$ cat src/sv/ipv4p_pkg.sv
// Shared types and constants for the IPv4 dotted-address parser.
`timescale 1ns / 1ps
`default_nettype none

package ipv4p_pkg;

	typedef struct packed {
		logic [7:0] character;
	} char_t;

	typedef struct packed {
		logic        valid_res;
		logic [31:0] address;
	} res_t;

	typedef enum logic [3:0] {
		PH_START  = 4'b0001,
		PH_ZERO   = 4'b0010,
		PH_DIGITS = 4'b0100,
		PH_DRAIN  = 4'b1000
	} phase_t;

	typedef enum logic [1:0] {
		RADIX_DEC = 2'd0,
		RADIX_OCT = 2'd1,
		RADIX_HEX = 2'd2
	} radix_t;

	localparam logic [7:0] CH_NUL   = 8'h00;
	localparam logic [7:0] CH_TAB   = 8'h09;
	localparam logic [7:0] CH_CR    = 8'h0d;
	localparam logic [7:0] CH_SPACE = 8'h20;
	localparam logic [7:0] CH_DOT   = 8'h2e;
	localparam logic [7:0] CH_ZERO  = 8'h30;
	localparam logic [7:0] CH_NINE  = 8'h39;
	localparam logic [7:0] CH_A_UP  = 8'h41;
	localparam logic [7:0] CH_F_UP  = 8'h46;
	localparam logic [7:0] CH_X_UP  = 8'h58;
	localparam logic [7:0] CH_A_LO  = 8'h61;
	localparam logic [7:0] CH_F_LO  = 8'h66;
	localparam logic [7:0] CH_X_LO  = 8'h78;

	// Upper bound of the last part for two, three and four parts.
	localparam logic [31:0] LAST_MAX_2 = 32'h00ff_ffff;
	localparam logic [31:0] LAST_MAX_3 = 32'h0000_ffff;
	localparam logic [31:0] LAST_MAX_4 = 32'h0000_00ff;

	localparam logic [1:0] PARTS_MAX = 2'd3;

endpackage

`default_nettype wire

$ cat src/sv/ipv4p_stream_if.sv
// Valid/ready channel interfaces for text bytes and parse results.
`timescale 1ns / 1ps
`default_nettype none

interface ipv4p_char_if;
	logic             valid;
	logic             ready;
	ipv4p_pkg::char_t data;

	modport source (output valid, output data, input ready);
	modport sink (input valid, input data, output ready);
endinterface

interface ipv4p_res_if;
	logic            valid;
	logic            ready;
	ipv4p_pkg::res_t data;

	modport source (output valid, output data, input ready);
	modport sink (input valid, input data, output ready);
endinterface

`default_nettype wire

$ cat src/sv/ipv4p_in_reg.sv
// Input register stage holding one text byte.
`timescale 1ns / 1ps
`default_nettype none

module ipv4p_in_reg (
	input  wire logic         clk,
	input  wire logic         arst_n,
	ipv4p_char_if.sink        chars,
	input  wire logic         advance,
	output logic              valid_s1,
	output ipv4p_pkg::char_t  char_s1
);

	assign chars.ready = !valid_s1 || advance;

	always_ff @(posedge clk or negedge arst_n) begin
		if (!arst_n) begin
			valid_s1 <= 1'b0;
		end else if (chars.ready) begin
			valid_s1 <= chars.valid;
		end
	end

	always_ff @(posedge clk) begin
		if (chars.valid && chars.ready) begin
			char_s1 <= chars.data;
		end
	end

endmodule

`default_nettype wire

$ cat src/sv/ipv4p_parse.sv
// Parse state machine: per-byte accumulate, part capture and address composition.
`timescale 1ns / 1ps
`default_nettype none

module ipv4p_parse (
	input  wire logic        clk,
	input  wire logic        arst_n,
	input  wire logic        step,
	input  wire logic [7:0]  character,
	output logic             emit,
	output ipv4p_pkg::res_t  res
);

	ipv4p_pkg::phase_t phase_q, phase_n;
	ipv4p_pkg::radix_t radix_q, radix_n;
	logic [31:0] acc_q, acc_n;
	logic [1:0]  parts_q, parts_n;
	logic [31:0] earlier_q [3];

	logic        is_dig, is_hex_letter, is_space, part_wr;
	logic [3:0]  dig_val;
	logic [31:0] acc_mul, acc_digit, composed;
	logic        compose_ok;

	always_comb begin
		is_dig        = (character >= ipv4p_pkg::CH_ZERO) && (character <= ipv4p_pkg::CH_NINE);
		is_hex_letter = ((character >= ipv4p_pkg::CH_A_LO) && (character <= ipv4p_pkg::CH_F_LO))
		             || ((character >= ipv4p_pkg::CH_A_UP) && (character <= ipv4p_pkg::CH_F_UP));
		is_space      = (character == ipv4p_pkg::CH_SPACE)
		             || ((character >= ipv4p_pkg::CH_TAB) && (character <= ipv4p_pkg::CH_CR));
		// letters a-f / A-F have low nibble 1..6
		dig_val       = is_dig ? character[3:0] : character[3:0] + 4'd9;

		case (radix_q)
			ipv4p_pkg::RADIX_HEX: acc_mul = {acc_q[27:0], 4'b0};
			ipv4p_pkg::RADIX_OCT: acc_mul = {acc_q[28:0], 3'b0};
			default:              acc_mul = {acc_q[28:0], 3'b0} + {acc_q[30:0], 1'b0};
		endcase
		acc_digit = acc_mul + {28'b0, dig_val};

		case (parts_q)
			2'd0: begin
				compose_ok = 1'b1;
				composed   = acc_q;
			end
			2'd1: begin
				compose_ok = acc_q <= ipv4p_pkg::LAST_MAX_2;
				composed   = acc_q | {earlier_q[0][7:0], 24'b0};
			end
			2'd2: begin
				compose_ok = acc_q <= ipv4p_pkg::LAST_MAX_3;
				composed   = acc_q | {earlier_q[0][7:0], 24'b0} | {earlier_q[1][15:0], 16'b0};
			end
			default: begin
				compose_ok = acc_q <= ipv4p_pkg::LAST_MAX_4;
				composed   = acc_q | {earlier_q[0][7:0], 24'b0} | {earlier_q[1][15:0], 16'b0}
				           | {earlier_q[2][23:0], 8'b0};
			end
		endcase
	end

	always_comb begin
		phase_n       = phase_q;
		radix_n       = radix_q;
		acc_n         = acc_q;
		parts_n       = parts_q;
		part_wr       = 1'b0;
		emit          = 1'b0;
		res.valid_res = 1'b0;
		res.address   = '0;

		case (phase_q)
			ipv4p_pkg::PH_START: begin
				if (!is_dig) begin
					emit = 1'b1;
				end else if (character == ipv4p_pkg::CH_ZERO) begin
					acc_n   = '0;
					radix_n = ipv4p_pkg::RADIX_OCT;
					phase_n = ipv4p_pkg::PH_ZERO;
				end else begin
					acc_n   = {28'b0, dig_val};
					radix_n = ipv4p_pkg::RADIX_DEC;
					phase_n = ipv4p_pkg::PH_DIGITS;
				end
			end
			ipv4p_pkg::PH_ZERO, ipv4p_pkg::PH_DIGITS: begin
				phase_n = ipv4p_pkg::PH_DIGITS;
				if (phase_q == ipv4p_pkg::PH_ZERO
				    && (character == ipv4p_pkg::CH_X_LO || character == ipv4p_pkg::CH_X_UP)) begin
					radix_n = ipv4p_pkg::RADIX_HEX;
				end else if (is_dig || (is_hex_letter && radix_q == ipv4p_pkg::RADIX_HEX)) begin
					acc_n = acc_digit;
				end else if (character == ipv4p_pkg::CH_DOT) begin
					if (parts_q == ipv4p_pkg::PARTS_MAX) begin
						emit = 1'b1;
					end else begin
						part_wr = 1'b1;
						parts_n = parts_q + 2'd1;
						acc_n   = '0;
						radix_n = ipv4p_pkg::RADIX_DEC;
						phase_n = ipv4p_pkg::PH_START;
					end
				end else if (character == ipv4p_pkg::CH_NUL || is_space) begin
					emit          = 1'b1;
					res.valid_res = compose_ok;
					res.address   = compose_ok ? composed : '0;
				end else begin
					emit = 1'b1;
				end
			end
			default: begin
				if (character == ipv4p_pkg::CH_NUL) begin
					radix_n = ipv4p_pkg::RADIX_DEC;
					acc_n   = '0;
					parts_n = '0;
					phase_n = ipv4p_pkg::PH_START;
				end
			end
		endcase

		if (emit) begin
			radix_n = ipv4p_pkg::RADIX_DEC;
			acc_n   = '0;
			parts_n = '0;
			phase_n = (character == ipv4p_pkg::CH_NUL) ? ipv4p_pkg::PH_START
			                                           : ipv4p_pkg::PH_DRAIN;
		end
	end

	always_ff @(posedge clk or negedge arst_n) begin
		if (!arst_n) begin
			phase_q <= ipv4p_pkg::PH_START;
			radix_q <= ipv4p_pkg::RADIX_DEC;
			acc_q   <= '0;
			parts_q <= '0;
		end else if (step) begin
			phase_q <= phase_n;
			radix_q <= radix_n;
			acc_q   <= acc_n;
			parts_q <= parts_n;
		end
	end

	always_ff @(posedge clk) begin
		if (step && part_wr) begin
			earlier_q[parts_q] <= acc_q;
		end
	end

endmodule

`default_nettype wire

$ cat src/sv/ipv4p_out_reg.sv
// Result register driving the output channel.
`timescale 1ns / 1ps
`default_nettype none

module ipv4p_out_reg (
	input  wire logic             clk,
	input  wire logic             arst_n,
	input  wire logic             load,
	input  wire ipv4p_pkg::res_t  d,
	output logic                  free,
	ipv4p_res_if.source           results
);

	logic            valid_q;
	ipv4p_pkg::res_t data_q;

	assign free          = !valid_q || results.ready;
	assign results.valid = valid_q;
	assign results.data  = data_q;

	always_ff @(posedge clk or negedge arst_n) begin
		if (!arst_n) begin
			valid_q <= 1'b0;
		end else if (load) begin
			valid_q <= 1'b1;
		end else if (results.ready) begin
			valid_q <= 1'b0;
		end
	end

	always_ff @(posedge clk) begin
		if (load) begin
			data_q <= d;
		end
	end

endmodule

`default_nettype wire

$ cat src/sv/ipv4_dotted_address_parser_core.sv
// Top level of the streaming IPv4 dotted-address parser.
// A byte that ends a parse is held in the input register; its result is then loaded into the
// output register, which drives the port until the result is taken.
// Throughput: one text byte per cycle while the output register is empty or its result is being taken.
// A result waiting in the output register stalls input only once the input register is full.
// Reset clears the parse state to the start of an address and empties both registers.
`timescale 1ns / 1ps
`default_nettype none

module ipv4_dotted_address_parser_core (
	input  wire logic   clk,
	input  wire logic   arst_n,
	ipv4p_char_if.sink  chars,
	ipv4p_res_if.source results
);

	logic             valid_s1;
	ipv4p_pkg::char_t char_s1;
	logic             free;
	logic             step;
	logic             emit;
	ipv4p_pkg::res_t  res;

	assign step = valid_s1 && free;

	ipv4p_in_reg u_in_reg (
		.clk      (clk),
		.arst_n   (arst_n),
		.chars    (chars),
		.advance  (step),
		.valid_s1 (valid_s1),
		.char_s1  (char_s1)
	);

	ipv4p_parse u_parse (
		.clk       (clk),
		.arst_n    (arst_n),
		.step      (step),
		.character (char_s1.character),
		.emit      (emit),
		.res       (res)
	);

	ipv4p_out_reg u_out_reg (
		.clk     (clk),
		.arst_n  (arst_n),
		.load    (step && emit),
		.d       (res),
		.free    (free),
		.results (results)
	);

endmodule

`default_nettype wire

$ cat src/flat_wrapper.sv
// flat-port wrapper written by rule: the top's interface ports become plain ports
module ipv4_dotted_address_parser_core_flat 
  (clk, arst_n, chars_valid, chars_data, chars_ready, results_valid, results_data, results_ready);
  ipv4p_char_if chars_i ();
  ipv4p_res_if results_i ();
  input  wire logic clk;
  input  wire logic arst_n;
  input wire logic [$bits(chars_i.valid)-1:0] chars_valid;
  input wire logic [$bits(chars_i.data)-1:0] chars_data;
  output wire logic [$bits(chars_i.ready)-1:0] chars_ready;
  output wire logic [$bits(results_i.valid)-1:0] results_valid;
  output wire logic [$bits(results_i.data)-1:0] results_data;
  input wire logic [$bits(results_i.ready)-1:0] results_ready;
  assign chars_i.valid = chars_valid;
  assign chars_i.data = chars_data;
  assign chars_ready = chars_i.ready;
  assign results_valid = results_i.valid;
  assign results_data = results_i.data;
  assign results_i.ready = results_ready;
  ipv4_dotted_address_parser_core u_core (.clk(clk), .arst_n(arst_n), .chars(chars_i), .results(results_i));
endmodule
$ cat config.mk
export PLATFORM = sky130hd
export DESIGN_NAME = ipv4_dotted_address_parser_core_flat
export DESIGN_NICKNAME = d
export VERILOG_FILES = /design/src/sv/ipv4p_pkg.sv /design/src/sv/ipv4p_stream_if.sv /design/src/sv/ipv4p_in_reg.sv /design/src/sv/ipv4p_parse.sv /design/src/sv/ipv4p_out_reg.sv /design/src/sv/ipv4_dotted_address_parser_core.sv /design/src/flat_wrapper.sv
export SDC_FILE = /design/constraint.sdc
export NUM_CORES = 1
export LEC_CHECK = 0
export BUFFER_PORTS_ARGS = -buffer_cell sky130_fd_sc_hd__buf_4
export CORE_AREA = 4 4 159 161
export DETAILED_ROUTE_END_ITERATION = 8
export DIE_AREA = 0 0 163 165
export PLACE_DENSITY_LB_ADDON = 0.25
export SLEW_MARGIN = 25
export SYNTH_ARGS = -nofsm -noshare
export SYNTH_HDL_FRONTEND = slang
export SYNTH_SLANG_ARGS = --single-unit
$ cat constraint.sdc
create_clock -name clk -period 9.4 [get_ports clk]
set_input_delay 2.35 -clock clk [delete_from_list [all_inputs] [get_ports clk]]
set_output_delay 2.35 -clock clk [all_outputs]
set_load 0.01 [all_outputs]
Word-level counts from Yosys, hierarchy flattened
Memories as Yosys holds them, arrays and structs flattened.
Cells that the tools add are included.
- $add $sub $neg: 4
- multipliers: 0
- divide/modulo/power cells: 0
- $lt $le $gt $ge: 11
- equality and inequality tests: 24
- shift operators: 0
- multiplexer cells: 53
- bitwise operators: 6
- reduce and logical (&&, ||, !) cells: 31
- operators by type and width (kind ; number):
    2-to-1 mux 32 bit ; 7
    one-hot mux 32 bit (2 select lines) ; 2
    OR 32 bit ; 3
    one-hot mux 32 bit (3 select lines) ; 1
    adder 32 bit ; 1
    adder 32 x 4 -> 32 bit ; 1
    <= comparator 32 x 16 -> 1 bit (second input constant) ; 1
    <= comparator 32 x 24 -> 1 bit (second input constant) ; 1
    <= comparator 32 x 8 -> 1 bit (second input constant) ; 1
    == test 8 x 6 -> 1 bit (second input constant) ; 3
    2-to-1 mux 2 bit ; 12
    2-to-1 mux 4 bit ; 6
    != test 4 x 3 -> 1 bit (second input constant) ; 5
    == test 8 x 7 -> 1 bit (second input constant) ; 2
    >= comparator 8 x 7 -> 1 bit (second input constant) ; 2
    <= comparator 8 x 7 -> 1 bit (second input constant) ; 2
    2-to-1 mux 1 bit ; 15
    2-to-1 mux 3 bit ; 5
    != test 3 x 2 -> 1 bit (second input constant) ; 5
    AND reduction 6 bit ; 2
    logical AND 1 bit ; 10
    >= comparator 8 x 4 -> 1 bit (second input constant) ; 1
    >= comparator 8 x 6 -> 1 bit (second input constant) ; 1
    <= comparator 8 x 4 -> 1 bit (second input constant) ; 1
    26 further kinds ; 39
- flip-flop bits (word level): 83
- bits in latches: 0
- RAM bits: 96
- ROM bits: 0
- output and inout port bits: 35
- word-level logic and storage cells: 139
- memories: 1
- memories (name ; depth ; bits a word ; read ports ; clocked after memory_dff ; write ports ; RTL line ; text):
    u_core.u_parse.earlier_q ; 3 ; 32 ; 3 ; 0 ; 1 ; ipv4p_parse.sv:18 ; logic [31:0] earlier_q [3];

Logic depth before layout (Yosys ltp)
- depth in word-level cells: 11
- depth in mapped cells: 22

By module
A second synthesis with hierarchy kept.
- cells, all modules: 908
- area, all modules: 8484.4 µm²
- modules (own cells, without submodules) (module ; instances ; cells an instance ; area each (µm²)):
    ipv4p_parse ; 1 ; 858 ; 7139.3
    ipv4p_out_reg ; 1 ; 36 ; 1038.5
    ipv4p_in_reg ; 1 ; 12 ; 294.0
    ipv4_dotted_address_parser_core ; 1 ; 2 ; 12.5

Worst setup path before layout
No wires, ideal clock.
- path type: input to output
- start point: in results_ready
- end point: out chars_ready
- arrival time: 2559 ps
- required time: 7050 ps
- slack: 4491 ps
- cell stages on the path: 1
- buffers on the path: 0
- cell sequence: nand3b_1
- cells in the longest elaborated chain, start to end: 3
- RTL lines (item ; RTL line ; text):
    start, declared ; flat_wrapper.sv:13 ; input wire logic [$bits(results_i.ready)-1:0] results_ready;
    logical OR 1 bit ; ipv4p_out_reg.sv:17 ; assign free = !valid_q || results.ready;
    logical AND 1 bit ; ipv4_dotted_address_parser_core.sv:24 ; assign step = valid_s1 && free;
    logical OR 1 bit ; ipv4p_in_reg.sv:14 ; assign chars.ready = !valid_s1 || advance;
    end, declared ; flat_wrapper.sv:10 ; output wire logic [$bits(chars_i.ready)-1:0] chars_ready;
No other way between the ends.

Worst setup path after layout
Same ends and word-level chain as after synthesis.

==> flow_summary.json <==
{
  "status": "finished, final reports clean",
  "io_pins": 47,
  "via_per_inst": 5.42,
  "critPathKind": "in -> out",
  "yosys_register_bits": 131,
  "clk_latency_ns": 0.41,
  "vdd_ir_drop_max_mv": 0.0955,
  "yosysSeqAreaShare_pct": 45.1,
  "ant_nets": 0,
  "worst_pin_slew_ns": 0.842,
  "drc": 0,
  "grt_pass1_vias": 6376,
  "yosys.cell_types.count": 79,
  "cp_max_fo": 3,
  "powerDensity_mw_per_mm2": 179,
  "ctsResizeCount": 0,
  "place_area_mm2": 0.00889,
  "ctsRootBufferMaster": "clkbuf_16",
  "relSlewSlack_pct": 43.9,
  "dr.pass1.iters": 5,
  "stdcell_area_mm2": 0.00948,
  "grt_max_degree": 67,
  "synth_area_mm2": 0.00827,
  "antenna_found_initial": 0,
  "leakage_uw": 0.00360,
  "power_uw": 1700,
  "die_y_um": 165,
  "timing.final.crit_share_pct": 54.7,
  "path_clk_slew_ns": 0.05,
  "syn-num-nets": 904,
  "hold_viol": 0,
  "synth-edff-count": 89,
  "port_buffers": 46,
  "area_delta_synth_final_pct": 14.7,
  "holdBufCountCts": 0,
  "crit_slowest_cell": "nand3b_1",
  "cts_buffers": 17,
  "drt_iter0_markers": 447,
  "cap_violations": 0,
  "finalSetupViolCount": 0,
  "grt_pass1_wl_mm": 33.7,
  "drt_wl_total_mm": 20.8,
  "die_area_mm2": 0.0269,
  "grt_overflow": 0,
  "path_common_cell": "buf_4",
  "worst_setup_path_start_kind": "input port",
  "hpwlAfterDp_mm": 14.9,
  "wl_per_cell_um": 17.1,
  "crit_required_ns": 7.05,
  "fin_tns_setup_ns": 0,
  "num_rows": 57,
  "num-nets-final": 939,
  "die_x_um": 163,
  "drive_above_1_share_pct": 12.4,
  "synth_warnings": 0,
  "grt_usage_pct": 15.6,
  "async_flop_share_pct": 32.1,
  "rsz0062_at_grt": "no",
  "end_kind": "output pin",
  "fin_crit_ns": 5.15,
  "worst-endpoint-arrival_ns": 2.80,
  "synth.avg_cell_area_um2": 9.75,
  "synth_ff_type": "edfxtp_1",
  "post_cts_buffers": 0,
  "core-area_mm2": 0.0240,
  "vias": 6618,
  "initial_core_util_pct": 34.5,
  "hold_slack_ns": 0.519,
  "htree_levels": 4,
  "clockBufferDepth": 2,
  "synth_cells": 848,
  "hold_path.class": "reg -> reg",
  "slowest_delay_ns": 0.18,
  "fmax_ghz": 0.194,
  "cp_cell_sequence": "buf_4 > nand3b_1 > buf_4",
  "drv_slew": 0,
  "clock-sinks": 131,
  "cts_tree": "yes",
  "fin_skew_ns": 0.00883,
  "n_antenna_cell": 0,
  "place_congestion": 0.818
}
-- cell usage after synthesis, types with 4 or more instances --
cell | count | area, um2
a22oi_1 | 6 | 45.0
o211ai_1 | 7 | 52.6
nand3_1 | 10 | 50.1
nand3b_1 | 7 | 52.6
o32ai_1 | 8 | 70.1
o31ai_1 | 14 | 105
inv_1 | 18 | 67.6
xor2_1 | 20 | 175
o21ai_0 | 45 | 225
nand2_1 | 88 | 330
nand4_1 | 16 | 100
buf_4 | 7 | 52.6
clkbuf_1 | 23 | 86.3
a221o_1 | 10 | 100
nor2b_1 | 7 | 43.8
nor2_1 | 100 | 375
dfrtp_1 | 41 | 1030
xnor2_1 | 26 | 228
nand2b_1 | 9 | 56.3
or4_1 | 6 | 45.0
o21ai_1 | 10 | 50.1
nor3_1 | 7 | 35.0
mux2i_1 | 4 | 40.0
a21o_1 | 19 | 143
nor3_2 | 4 | 40.0
edfxtp_1 | 89 | 2670
a221oi_1 | 12 | 105
and2_1 | 16 | 100
a21oi_1 | 80 | 400
a31oi_1 | 11 | 68.8
nor4_1 | 7 | 43.8
ha_1 | 42 | 526
buf_6 | 4 | 45.0
-- per-layer routing --
metal,share of wire (%),GRT usage [%],vias up
li1,-,-,3267
met5,0,0,-
met4,2.2,5.91,0
met1,50,22.2,3198
met3,2.9,1.87,24
met2,45,24.4,129
-- flip-flops by register name (all words and copies together) (netlist names), 2 cells and up --
| signal | flops |
|---|---|
| u_core.u_parse.radix_q | 2 |
| u_core.u_parse.earlier_q | 48 |
| u_core.u_parse.parts_q | 2 |
| u_core.u_parse.acc_q | 32 |
| u_core.u_out_reg.results.data | 33 |
| u_core.u_in_reg.char_s1 | 8 |
| u_core.u_parse.phase_q | 4 |
-- cell families after synthesis --
| group | share of synthesized area (%) |
|---|---|
| compound gates | 20.9 |
| xor+xnor | 4.87 |
| fa+ha+maj | 6.84 |
| buf+inv | 3.36 |
| flops | 45.1 |
| mux | 0.621 |
| simple gates | 18.3 |
-- final timing paths --
| path | startpoint | to | slack [ns] | cells past startpoint |
|---|---|---|---|---|
| max reg2reg | u_core.u_in_reg.char_s1[0]$_DFFE_PP_ | u_core.u_parse.acc_q[31]$_DFFE_PN0P_ | 4.87 | 17 |
| min | u_core.u_parse.phase_q[0]$_DFFE_PN1P_ | u_core.u_parse.phase_q[0]$_DFFE_PN1P_ | 0.52 | 2 |
| max in group asynchronous | arst_n | u_core.u_parse.phase_q[0]$_DFFE_PN1P_ | 7.08 | 1 |
| max | results_ready | chars_ready | 4.25 | 3 |
| min reg2reg | u_core.u_parse.phase_q[0]$_DFFE_PN1P_ | u_core.u_parse.phase_q[0]$_DFFE_PN1P_ | 0.52 | 2 |
| min in group asynchronous | arst_n | u_core.u_parse.acc_q[31]$_DFFE_PN0P_ | 1.92 | 1 |
-- critical path, delay by kind of cell --
kind	cells	cell delay [ns]
buffers and inverters	2	0.27
AND/OR/NAND/NOR	1	0.18
-- layout make-up --
type                       instances  area, um2
fill                            2361      14500
multi-input combinational        659       4270
sequential                       131       3720
clock buffer                      17        425
timing repair buffer              56        420
tap                              324        405
clock inverter                    15        165
inverter                          18       67.6
-- power by group --
group	internal (uW)	switching (uW)
Sequential	683	45.5
Clock	413	237
Combinational	118	203
-- cells in the final DEF (no fill, tap or decap), types with 4 or more instances in the layout --
| master | Yosys | routed |
|---|---|---|
| nor2_1 | 100 | 99 |
| edfxtp_1 | 89 | 89 |
| nand2_1 | 88 | 88 |
| a21oi_1 | 80 | 80 |
| buf_4 | 7 | 56 |
| o21ai_0 | 45 | 44 |
| ha_1 | 42 | 41 |
| dfrtp_1 | 41 | 41 |
| xnor2_1 | 26 | 26 |
| xor2_1 | 20 | 20 |
| a21o_1 | 19 | 19 |
| inv_1 | 18 | 18 |
| clkbuf_16 | 0 | 17 |
| and2_1 | 16 | 16 |
| nand4_1 | 16 | 16 |
| o31ai_1 | 14 | 14 |
| a221oi_1 | 12 | 12 |
| a31oi_1 | 11 | 11 |
| o21ai_1 | 10 | 11 |
| nand3_1 | 10 | 10 |
| a221o_1 | 10 | 10 |
| nand2b_1 | 9 | 9 |
| o32ai_1 | 8 | 8 |
| nand3b_1 | 7 | 7 |
| nor2b_1 | 7 | 7 |
| nor4_1 | 7 | 7 |
| o211ai_1 | 7 | 7 |
| nor3_1 | 7 | 7 |
| or4_1 | 6 | 6 |
| a22oi_1 | 6 | 6 |
| nor3_2 | 4 | 4 |
| mux2i_1 | 4 | 4 |
-- stage by stage --
| step | utilization (%) | setup slack [ns] | cells |
|---|---|---|---|
| 2_1_floorplan | - | 4.49 | 848 |
| 3_3_place_gp | 37.1 | 4.25 | 1188 |
| 3_5_place_dp | 37.1 | 4.26 | 1188 |
| 4_1_cts | 39.6 | 4.25 | 1220 |
| 5_1_grt | 39.6 | 4.22 | 1220 |
| 6_report | 39.6 | 4.25 | 1220 |
Power figures use the tool's default switching activity.
